$ cat src/hdl/rmq_div_pipe.sv
// rmq_div_pipe: pipelined restoring divider, several lanes over one shared divisor
// no dependencies; one quotient bit per stage, a tag travels alongside each item
module rmq_div_pipe #(
   parameter int LANES = 1,
   parameter int NW = 32,
   parameter int DW = 16,
   parameter int QB = 32,
   parameter int TW = 1
) (
   input  logic                        clock,
   input  logic                        reset,
   input  logic                        en,
   input  logic                        in_valid,
   input  logic [LANES-1:0][NW-1:0]    in_num,
   input  logic [DW-1:0]               in_den,
   input  logic [TW-1:0]               in_tag,
   output logic                        out_valid,
   output logic [LANES-1:0][QB-1:0]    out_quo,
   output logic [TW-1:0]               out_tag
);

   localparam int CW = (NW > DW + QB) ? NW : DW + QB;

   logic [LANES-1:0][NW-1:0] rem_ff [QB];
   logic [LANES-1:0][QB-1:0] quo_ff [QB];
   logic [DW-1:0]            den_ff [QB];
   logic [TW-1:0]            tag_ff [QB];
   logic                     valid_ff [QB];

   logic [LANES-1:0][NW-1:0] rem_src [QB];
   logic [LANES-1:0][QB-1:0] quo_src [QB];
   logic [DW-1:0]            den_src [QB];
   logic [TW-1:0]            tag_src [QB];
   logic                     valid_src [QB];
   logic [LANES-1:0][NW-1:0] rem_in [QB];
   logic [LANES-1:0][QB-1:0] quo_in [QB];
   logic [CW-1:0]            dsh [QB];

   always_comb begin
      for (int k = 0; k < QB; k++) begin
         if (k == 0) begin
            rem_src[k] = in_num;
            quo_src[k] = '0;
            den_src[k] = in_den;
            tag_src[k] = in_tag;
            valid_src[k] = in_valid;
         end else begin
            rem_src[k] = rem_ff[k-1];
            quo_src[k] = quo_ff[k-1];
            den_src[k] = den_ff[k-1];
            tag_src[k] = tag_ff[k-1];
            valid_src[k] = valid_ff[k-1];
         end
         dsh[k] = CW'(den_src[k]) << (QB - 1 - k);
         for (int j = 0; j < LANES; j++) begin
            if (CW'(rem_src[k][j]) >= dsh[k]) begin
               rem_in[k][j] = NW'(CW'(rem_src[k][j]) - dsh[k]);
               quo_in[k][j] = (quo_src[k][j] << 1) | QB'(1);
            end else begin
               rem_in[k][j] = rem_src[k][j];
               quo_in[k][j] = quo_src[k][j] << 1;
            end
         end
      end
   end

   always_ff @(posedge clock) begin
      if (en) begin
         for (int k = 0; k < QB; k++) begin
            rem_ff[k] <= rem_in[k];
            quo_ff[k] <= quo_in[k];
            den_ff[k] <= den_src[k];
            tag_ff[k] <= tag_src[k];
         end
      end
   end

   always_ff @(posedge clock) begin
      if (reset) begin
         for (int k = 0; k < QB; k++) valid_ff[k] <= 1'b0;
      end else if (en) begin
         for (int k = 0; k < QB; k++) valid_ff[k] <= valid_src[k];
      end
   end

   assign out_valid = valid_ff[QB-1];
   assign out_quo = quo_ff[QB-1];
   assign out_tag = tag_ff[QB-1];

endmodule

$ cat config.mk
export PLATFORM = sky130hd
export DESIGN_NAME = rmq_div_pipe
export DESIGN_NICKNAME = d
export VERILOG_FILES = /design/src/hdl/rmq_div_pipe.sv
export SDC_FILE = /design/constraint.sdc
export NUM_CORES = 2
export LEC_CHECK = 0
export BUFFER_PORTS_ARGS = -buffer_cell sky130_fd_sc_hd__clkbuf_2
export CAP_MARGIN = 40
export CELL_PAD_IN_SITES_DETAIL_PLACEMENT = 1
export CELL_PAD_IN_SITES_GLOBAL_PLACEMENT = 2
export CORE_ASPECT_RATIO = 0.5
export CORE_MARGIN = 3
export CORE_UTILIZATION = 47
export CTS_CLUSTER_DIAMETER = 200
export DETAILED_ROUTE_END_ITERATION = 8
export PLACE_DENSITY = 0.82
export SYNTH_ARGS = -nofsm -noshare
export SYNTH_HDL_FRONTEND = slang
export SYNTH_SLANG_ARGS = --single-unit
$ cat constraint.sdc
create_clock -name clock -period 4.5 [get_ports clock]
set_input_delay 0.9 -clock clock [delete_from_list [all_inputs] [get_ports clock]]
set_output_delay 0.9 -clock clock [all_outputs]
set_load 0.02 [all_outputs]
==> reports/results.ini <==
[critical_path]
r2r_end = rem_ff[1][61]
crit_arrival_ps = 4350
critPathBufInv = 3
r2r_start = den_ff[1][3]
crit_slowest_cell = a2111oi_0
required_ps = 5080
cp_top_family = compound AO/OA/AOI/OAI gates
endpoint_kind = flop
cpMostUsedCell = o21bai_1
cp-start-kind = flop
crit_fanout = 31
crit_chain = inv_1 -> ha_1 -> a21o_1 -> a21oi_1 -> o21bai_1 -> a2111oi_0 -> o21bai_1 -> a2111oi_4 -> buf_12 -> inv_2 -> mux2_1
rr_worst_depth = 11
rrSetupSlack_ps = 730
critPathMaxStageDelay_ps = 680
critical_path_class = reg2reg

[placement]
dp_hpwl_um = 126800
place_ws_ps = 775.5
globalplace.congestion = 0.9065
place_inst = 8783
place_area_mm2 = 0.09377
portBuffers = 86

[clock_tree]
cts_root_buf = clkbuf_16
tritoncts = done
clk_pin_slew_ps = 70
post_cts_buffers = 0
ctsResizeCount = 0
cts_made_buffers = 192
htreeDepth = 4
hold_buffers = 0
clkLatencyLatePin_ps = 850
cts_sinks = 2080
cts_buffer_depth = 4

[floorplanning]
num_rows = 112
core-area_mm2 = 0.1883
die_h_um = 315.4
start_util = 0.4778
dieArea_mm2 = 0.1971
die_w_um = 624.8
io_pins = 87

[final_layout]
drive_gt1_frac = 0.08614
nNetsFinal = 6944
area_growth_pct = 11.12
finalInstanceArea_mm2 = 0.1000
diodes = 0
stdcell_count = 9125

[yosys]
synth.most_common_cell = edfxtp_1
ys_seq_elements = 2080
avgSynthCellArea_um2 = 14.42
yosys.area.top_type = edfxtp_1
synth-seq-area-share = 0.6940
synth_nets = 6716
ys_async_sr_fraction = 0
synth_flop_cell = edfxtp_1
synth_warnings = 0
synth_top_area_share = 0.6940
synthCells = 6241
syn-cell-area_mm2 = 0.09000
ys_types = 91
synth_edf_count = 2080
ys_top_cells_by_area = edfxtp_1 69%, ha_1 5.4%, inv_1 2.2%
synth.top_cells.by_count = 2080 x edfxtp_1, 518 x inv_1, 392 x ha_1

[global_route]
grt_start_max_net_pins = 172
grt_use_total = 0.1804
overflow = 0
grt_pass1_vias = 54720
grt_pass1_wl_um = 285800
antenna_found_initial = 0

[power]
total_power_mw = 54.05
ir_drop_uv = 340.5
powerDensity_mw_per_mm2 = 540.5
p_leak_nw = 36.91

[routing]
drtPass1Iterations = 5
vias = 49410
routed_wl_um = 177900
wl_per_cell_um = 19.49
via_per_inst = 5.414
route.detailed.drc = 0
dr.first_iter.drc_count = 2961
postRouteAntennaNets = 0

[min_path]
holdPathStages = 1
hold_start = in_num[10]
min_to = rem_ff[0][10]
hp-class = in2reg

[timing]
rsz0062_at_grt = no
timing.final.crit_share = 0.8373
tightest_slew_ps = 1081
setup_slack_ps = 732.1
finalClockSkew_ps = 59.99
fmax_mhz = 265.4
hold_viol = 0
drv_slew = 0
setup_tns_ps = 0
slew_headroom = 0.2792
period_needed_ps = 3768
setup_viol = 0

[run]
max-cap-violations = 0

[outcome]
status = finished clean

[state kept, by name (all words and copies together), names as in the netlist]
signal,count
rem_ff,992
valid_ff,32
den_ff,496
tag_ff,32
quo_ff,528
[worst max-delay path by stage]
stage	start	end	slack, ps	cells after the start
after floorplan	rem_ff[0][433]	rem_ff[0][471]	1220	14
after global placement	rem_ff[0][433]	rem_ff[0][467]	740	12
after detailed placement	rem_ff[1][262]	rem_ff[1][298]	780	11
after CTS	rem_ff[1][262]	rem_ff[1][298]	750	11
after global routing	den_ff[1][192]	rem_ff[1][443]	550	11
final	den_ff[1][3]	rem_ff[1][61]	730	11
[cells by family after synthesis]
group                      count (synthesis)  share of synthesized area
muxes                                    147                    0.01806
and+or+nand+nor                         1450                    0.08385
AOI/OAI and AO/OA                       1107                    0.07676
buffers and inverters                    652                    0.02888
DFF                                     2080                     0.6940
adders and majority gates                422                    0.06117
xor gates and xnor gates                 383                    0.03727
[placed cells by master (no fill, tap or decap), types with 31 or more instances in the layout]
cell       count
nand3_1       61
edfxtp_1    2080
or3_1         41
nor4_1       155
nand4_1       81
xor2_1       186
buf_4         59
o31ai_1       36
a21o_1       106
o21ai_1       55
mux2_1        38
nor2_1       293
a21oi_1      321
nand2_1      355
nor3_1       109
nor2b_1       91
mux2_2        85
inv_1        518
xnor2_1      197
and2_1        36
ha_1         392
clkbuf_16    195
clkinv_1      43
clkbuf_1      36
o21bai_1      31
o21ai_0      267
clkbuf_2      85
o21a_1        37
nand2b_1      55
[report_power, final]
group	internal, mW	total (mW)	switching [mW]	leakage (nW)
combinational	4.87	11.8	6.91	13.6
sequential	24.4	25.8	1.38	20.3
clock	9.43	16.5	7.04	3.03
total	38.7	54.1	15.3	36.9
[area by class of cell]
| cell class | instances | area (um^2) |
|---|---|---|
| Clock buffer | 231 | 5015 |
| Clock inverter | 111 | 1225 |
| Fill cell | 18070 | 88330 |
| Inverter | 523 | 1963 |
| Multi-Input combinational cell | 3509 | 24990 |
| Sequential cell | 2080 | 62460 |
| Tap cell | 2508 | 3138 |
| Timing Repair Buffer | 163 | 1216 |
[per-stage QoR]
| stage | utilization | hold slack, ps |
|---|---|---|
| after floorplan | - | 400.3 |
| after CTS | 0.5310 | 159.5 |
| after detailed placement | 0.4979 | 405.2 |
| after global routing | 0.5310 | 168.5 |
| after global placement | 0.4975 | 400.3 |
| final | 0.5310 | 242.4 |
[layer usage]
metal  wire (um)  part of all wire  vias up  global-route usage
li1            -                 -    23920                   -
met1       65760              0.37    24400              0.1832
met2       99690              0.56      661              0.3639
met3        4760             0.027      428             0.02639
met4        7651             0.043        0             0.07612
met5           0                 0        -                   0
(Power assumes the default switching activity.)
