**config.mk**
```make
export PLATFORM = sky130hd
export DESIGN_NAME = rmq_sqrt_pipe
export DESIGN_NICKNAME = d
export VERILOG_FILES = /design/src/hdl/rmq_sqrt_pipe.sv
export SDC_FILE = /design/constraint.sdc
export NUM_CORES = 1
export LEC_CHECK = 0
export ABC_AREA = 1
export BUFFER_PORTS_ARGS = -buffer_cell sky130_fd_sc_hd__buf_2
export CORE_ASPECT_RATIO = 1.4
export CORE_MARGIN = 2
export CORE_UTILIZATION = 46
export DETAILED_ROUTE_END_ITERATION = 10
export SYNTH_ARGS = -nofsm -noshare
export SYNTH_HDL_FRONTEND = slang
export SYNTH_SLANG_ARGS = --single-unit
```
**constraint.sdc**
```tcl
create_clock -name clock -period 6.3 [get_ports clock]
set_input_delay 1.89 -clock clock [delete_from_list [all_inputs] [get_ports clock]]
set_output_delay 1.89 -clock clock [all_outputs]
set_load 0.02 [all_outputs]
```
**src/hdl/rmq_sqrt_pipe.sv**
```systemverilog
// rmq_sqrt_pipe: pipelined integer square root, one result bit per stage
// no dependencies; a tag travels alongside each item
module rmq_sqrt_pipe #(
   parameter int RDW = 32,
   parameter int TW = 1
) (
   input  logic                   clock,
   input  logic                   reset,
   input  logic                   en,
   input  logic                   in_valid,
   input  logic [RDW-1:0]         in_rad,
   input  logic [TW-1:0]          in_tag,
   output logic                   out_valid,
   output logic [(RDW+1)/2-1:0]   out_root,
   output logic [TW-1:0]          out_tag
);

   localparam int N = (RDW + 1) / 2;
   localparam int W2 = 2 * N;

   logic [W2-1:0] v_ff [N];
   logic [W2-1:0] res_ff [N];
   logic [TW-1:0] tag_ff [N];
   logic          valid_ff [N];

   logic [W2-1:0] v_src [N];
   logic [W2-1:0] res_src [N];
   logic [TW-1:0] tag_src [N];
   logic          valid_src [N];
   logic [W2-1:0] v_in [N];
   logic [W2-1:0] res_in [N];
   logic [W2:0]   trial [N];
   logic [W2:0]   bitv [N];

   always_comb begin
      for (int k = 0; k < N; k++) begin
         if (k == 0) begin
            v_src[k] = W2'(in_rad);
            res_src[k] = '0;
            tag_src[k] = in_tag;
            valid_src[k] = in_valid;
         end else begin
            v_src[k] = v_ff[k-1];
            res_src[k] = res_ff[k-1];
            tag_src[k] = tag_ff[k-1];
            valid_src[k] = valid_ff[k-1];
         end
         bitv[k] = (W2+1)'(1) << (2 * (N - 1 - k));
         trial[k] = (W2+1)'(res_src[k]) + bitv[k];
         if ((W2+1)'(v_src[k]) >= trial[k]) begin
            v_in[k] = W2'((W2+1)'(v_src[k]) - trial[k]);
            res_in[k] = W2'(((W2+1)'(res_src[k]) >> 1) + bitv[k]);
         end else begin
            v_in[k] = v_src[k];
            res_in[k] = res_src[k] >> 1;
         end
      end
   end

   always_ff @(posedge clock) begin
      if (en) begin
         for (int k = 0; k < N; k++) begin
            v_ff[k] <= v_in[k];
            res_ff[k] <= res_in[k];
            tag_ff[k] <= tag_src[k];
         end
      end
   end

   always_ff @(posedge clock) begin
      if (reset) begin
         for (int k = 0; k < N; k++) valid_ff[k] <= 1'b0;
      end else if (en) begin
         for (int k = 0; k < N; k++) valid_ff[k] <= valid_src[k];
      end
   end

   assign out_valid = valid_ff[N-1];
   assign out_root = N'(res_ff[N-1]);
   assign out_tag = tag_ff[N-1];

endmodule

```
==> results of run 1 <==
[synth_stat cells (all sizes together) (8+ instances only)]
cell type	n
buf	39
nor3	55
a21o	8
nand4	70
o21ai	113
xor2	66
nor4	24
a21oi	161
inv	605
or2	8
edfxtp	648
nand2	1167
nand3	218
nor2	413
nand3b	34
ha	150
xnor2	45
[cells by family (layout without fill, tap and decap cells)]
family	count (synthesis)	count (layout)
xor+xnor	111	111
buf+inv	647	791
fa+ha+maj	150	150
compound gates	300	300
flops	648	648
simple gates	2001	2001
[metal layers]
metal  GRT usage, %  wire length [um]
met1           23.0             32000
met2           41.4             45800
met3           2.51              2450
met4           11.0              4270
met5              0                 0
[worst paths after layout]
path	endpoint	cells after the start
max	out_root[0]	1
min	tag_ff[1][7]	0
max reg2reg	v_ff[1][144]	10
min reg2reg	tag_ff[1][7]	0
[stage by stage]
| stage | cell area [um2] | total power (W) | std cells | hold slack, ps | worst slack, ps |
|---|---|---|---|---|---|
| 2_1_floorplan | 35400 | 0.00770 | 3857 | 400 | 3550 |
| 4_1_cts | 38900 | 0.0126 | 4977 | 423 | 3170 |
| 5_1_grt | 38900 | 0.0132 | 4977 | 437 | 3180 |
| 3_5_place_dp | 36700 | 0.00858 | 4856 | 406 | 2760 |
| 6_report | 38900 | 0.0125 | 4977 | 420 | 3230 |
| 3_3_place_gp | 36700 | 0.00857 | 4856 | 401 | 2770 |
[registers in the layout (all words and copies together) (netlist names)]
signal    cells
res_ff      136
tag_ff       16
valid_ff     16
v_ff        480
[layout make-up]
type                            instances  area share (%)
Inverter                              607            5.90
Clock buffer                           79            4.43
Clock inverter                         42            1.32
Timing Repair Buffer                   63            1.06
Sequential cell                       648            50.0
Multi-Input combinational cell       2562            34.1
Tap cell                              976            3.14
[report_power, final]
group,leakage [nW],switching (W),total (W),internal [W]
sequential,6.24,0.000422,0.00583,0.00540
clock,1.08,0.00172,0.00401,0.00229
combinational,9.51,0.00176,0.00268,0.000919
total,16.8,0.00390,0.0125,0.00861
==> results.yml, run 1 <==
synth:
  ys_seq_area_share_pct: 55.0
  yosysTopAreaCell: "edfxtp_1"
  syn_area_um2: 35400
  synthAdderAreaFrac_pct: 5.30
  async_flop_share_pct: 0
  netlist_instances: 3857
  synth_flop_cell: "edfxtp_1"
  synth_top_area_share_pct: 55.0
  synth-seq-cells: 648
  syn_nets: 4044
  synth_area_leaders: "edfxtp_1 (55%), nand2_1 (12%), inv_1 (5.7%)"
  synth-edff-count: 648
  ys_warn_count: 0
  synth_xor_area_share_pct: 2.75
  synth_top_family_by_area: "simple AND/OR/NAND/NOR gates"
  syn_area_per_cell_um2: 9.17
  synth_compound_gate_area_share_pct: 5.15
  synthSimpleGateAreaFrac_pct: 24.3
  synthMuxAreaShare_pct: 0
  synth_cell_types: 57
finish:
  utilization_pct: 51.0
  final_cell_mix: "nand2_1 (1,144), edfxtp_1 (648), inv_1 (541), nor2_1 (379), nand3_1 (211)"
  final_common_cell: "nand2_1"
  ff_latch_area_um2: 19500
  n_fill_cell: 7084
  area_growth_pct: 9.93
  diodes: 0
  final_nets: 4136
  drive_gt1_share_pct: 9.00
  multi_input_area_um2: 13300
floorplanning:
  start_util_pct: 46.4
  num_rows: 120
  die_h_um: 332
  dieArea_um2: 79200
  coreArea_um2: 76300
  io_pins: 55
  die_w_um: 238
clocking:
  cts_inserted_buffers: 67
  hold_buffers: 0
  insertion_delay_ps: 640
  cts_root_buf: "clkbuf_16"
  htreeDepth: 3
  post_cts_resized: 0
  cts.sinks: 648
  cts_tree: "yes"
  cts_max_path_buffers: 3
  cts_setup_buffers: 0
  clkTransAtPathRegs_ps: 60
global_route:
  grt_remaining_overflow: 0
  grt_first_pass_wirelength_um: 132000
  grt_max_degree: 108
  grt_pass1_vias: 25200
  grtUsageTotal_pct: 21.6
  antenna_found_initial: 1
setup_path:
  worstSetupPathType: "reg -> out"
  crit_family: "flip-flops"
  crit_chain: "buf_2"
  r2r_start: "v_ff[1][112]"
  cp_slowest_cell: "edfxtp_1"
  critical_path.max_stage_delay_ps: 370
  startpoint_type: "register"
  timing.critical_path.buf_inv: 1
  rrSetupSlack_ps: 3420
  cp_max_fo: 1
  worstPathRequired_ps: 4410
  startpoint: "res_ff[1][224]"
  arrival_ps: 1180
  cp-end-kind: "output pin"
placed_design:
  dp_hpwl_um: 66200
  io_buffers: 54
  gp_congestion: 0.931
detailed_routing:
  drt-pass1-iter-count: 8
  vias: 25300
  drc: 0
  vias_per_cell: 5.08
  drt_wl_total_um: 84500
  ant_nets: 0
  wire_per_inst_um: 17.0
  drt_iter0_drc: 1559
power_and_ir_drop:
  vdd_drop_max_mv: 0.255
  leakage_nw: 16.8
  power.density_nw_per_um2: 322
sta:
  tightest_slew_ps: 1130
  slew-limit-headroom_pct: 24.8
  max_clock_freq_mhz: 325
  tns_ps: 0
  setup_viol: 0
  rsz0062_at_grt: "no"
  finClkSkew_ps: 36.7
  fin_crit_sh_pct: 48.8
  hold_viol: 0
  slew_viol_final: 0
  fin_crit_ps: 3070
job:
  cap_violations: 0
hold_path:
  hold_path.class: "reg -> reg"
  min-delay-start: "tag_ff[1][6]"
status:
  outcome: "complete, no violations"
No activity file was read; power rests on OpenSTA's default activity.
==> inputs of run 2 (changes only) <==
==> constraint.sdc (replaced) <==
create_clock -name clock -period 2.84 [get_ports clock]
set_input_delay 0.852 -clock clock [delete_from_list [all_inputs] [get_ports clock]]
set_output_delay 0.852 -clock clock [all_outputs]
set_load 0.02 [all_outputs]
==> run 2 against run 1 <==
Effect of this change:
- combinational power increased by 130%
- utilization up 0.63 points
- non-clock buffer count increased by 42
- clock skew grew 1.3 ps
- sequential power increased by 120%
- highest routed layer unchanged
- first-iteration DRC count increased by 9.7%
- worst hold slack worse by 22 ps
- critical path depth up 8
- critical endpoint is now v_ff[1][22]
- die area did not move
==> results.yml, run 2 (same netlist as run 1, synthesis figures left out) <==
clocking:
  cts_root_buf: "clkbuf_16"
  insertion_delay_ps: 620
  cts_max_path_buffers: 3
  clkTransAtPathRegs_ps: 60
  cts.sinks: 648
  cts_tree: "yes"
  cts_inserted_buffers: 68
  cts_setup_buffers: 0
  hold_buffers: 0
  htreeDepth: 3
floorplanning:
  coreArea_um2: 76300
  num_rows: 120
  start_util_pct: 46.4
  die_h_um: 332
  die_w_um: 238
  dieArea_um2: 79200
  io_pins: 55
power_and_ir_drop:
  p_int_w: 0.0194
  leakage_nw: 17.1
  p_switching_w: 0.00882
  clkPwrFrac_pct: 32.4
  power.density_nw_per_um2: 717
  pwr-share-seq_pct: 45.6
  comb_power_share_pct: 22.0
  p_sw_share_pct: 31.2
  vdd_drop_max_mv: 0.532
placed_design:
  dp_hpwl_um: 69200
  gp_congestion: 0.955
  io_buffers: 54
  dp_cells: 4898
detailed_routing:
  drt_wl_total_um: 87200
  vias_per_cell: 5.10
  drt_iter0_drc: 1710
  drt-pass1-iter-count: 5
  drc: 0
  wire_per_inst_um: 17.4
  ant_nets: 0
  vias: 25600
hold_path:
  min-delay-start: "in_tag"
  hold_path.class: "in -> reg"
  min_path_cells: 1
  holdPathEnd: "tag_ff[0][0]"
finish:
  final_nets: 4179
  diodes: 0
  n_fill_cell: 7104
  ff_latch_area_um2: 19500
  final_common_cell: "nand2_1"
  multi_input_area_um2: 13300
  largest_register_ffs: 480
  top_register: "v_ff"
  largestRegisters: "v_ff: 480 flops, res_ff: 136 flops"
  final_cell_mix: "nand2_1 (1,144), edfxtp_1 (648), inv_1 (541), nor2_1 (379), nand3_1 (211)"
  area_growth_pct: 11.3
  layoutNonFillerInstCount: 5019
  drive_gt1_share_pct: 10.0
global_route:
  grt_remaining_overflow: 0
  grtUsageTotal_pct: 22.2
  met2_usage_pct: 42.0
  grt_use_met3_pct: 2.44
  use_met1_pct: 24.5
  grt_first_pass_wirelength_um: 136000
  grt_pass1_vias: 25400
  grt.busiest_layer: "met2"
  grt_max_degree: 90
  antenna_found_initial: 0
setup_path:
  worst_r2r_endpoint: "v_ff[1][22]"
  rrSetupSlack_ps: 310
  cp_max_fo: 9
  worstSetupPathType: "reg -> reg"
  cp-end-kind: "register"
  arrival_ps: 2980
  r2r_cells: 9
  worstPathRequired_ps: 3290
  startpoint_type: "register"
  r2r_start: "v_ff[0][242]"
sta:
  slew_viol_final: 0
  finClkSkew_ps: 38.0
  fin_crit_sh_pct: 89.0
  hold_viol: 0
  max_clock_freq_mhz: 396
  setup_viol: 0
  fin_crit_ps: 2530
  rsz0062_at_grt: "no"
  slew-limit-headroom_pct: 52.5
  tns_ps: 0
  tightest_slew_ps: 706
status:
  outcome: "complete, no violations"
job:
  cap_violations: 0
[run 2: final cells by class]
cell class              instances  area share [%]
clock buffers                  80            4.44
clock inverters                41            1.41
inverters                     607            5.83
multi-input cells            2562            33.7
flip-flops and latches        648            49.4
well taps                     976            3.10
repair buffers                105            2.07
[run 2: repair_timing]
item,4_1_cts,5_1_grt
gates resized for setup,0,1
endpoints found under the setup margin,0,4
hold endpoints to repair,0,0
[run 2: metrics by stage]
stage / utilization (%) / area [um2] / hold WS, ps / setup slack [ps] / power, W
final: 51.6 / 39400 / 398 / 313 / 0.0282
after CTS: 51.6 / 39400 / 356 / 79.1 / 0.0284
after detailed placement: 48.6 / 37100 / 405 / 68.9 / 0.0192
after global routing: 51.6 / 39400 / 370 / 69.6 / 0.0297
after global placement: 48.6 / 37100 / 403 / 122 / 0.0192
after floorplan: - / 35400 / 400 / 863 / 0.0171
[run 2: power groups by stage]
stage	combinational, W	sequential, W	clock (W)
5_1_grt	0.00706	0.0130	0.00971
4_1_cts	0.00621	0.0129	0.00936
3_5_place_dp	0.00617	0.0131	0
3_3_place_gp	0.00615	0.0131	0
6_report	0.00620	0.0129	0.00916
2_1_floorplan	0.00447	0.0126	0
[run 2: routing by layer]
layer  vias to the layer above  share of wire (%)
met5                         -                  0
li1                      13000                  -
met4                         0                4.8
met1                     11900                 39
met3                       207                3.3
met2                       529                 53
[run 2: worst max-delay path: stages, from the launching register on]
cell and delay [ps]:
edfxtp_1 420, ha_1 380, a21oi_1 290, o21ai_0 170, a21oi_1 190, o21ai_1 170, nor2_2 320, buf_4 240
nand2_1 60, nand2_1 120
[run 2: worst max-delay path by stage]
stage	depth (start not counted)	slack (ps)	to	start
floorplan	9	860	v_ff[0][190]	v_ff[0][150]
global placement	12	120	v_ff[1][159]	v_ff[1][111]
detailed placement	12	70	v_ff[1][159]	v_ff[1][112]
CTS	12	80	v_ff[1][159]	v_ff[1][110]
global route	10	70	v_ff[0][241]	v_ff[0][213]
finish	9	310	v_ff[1][22]	v_ff[0][242]
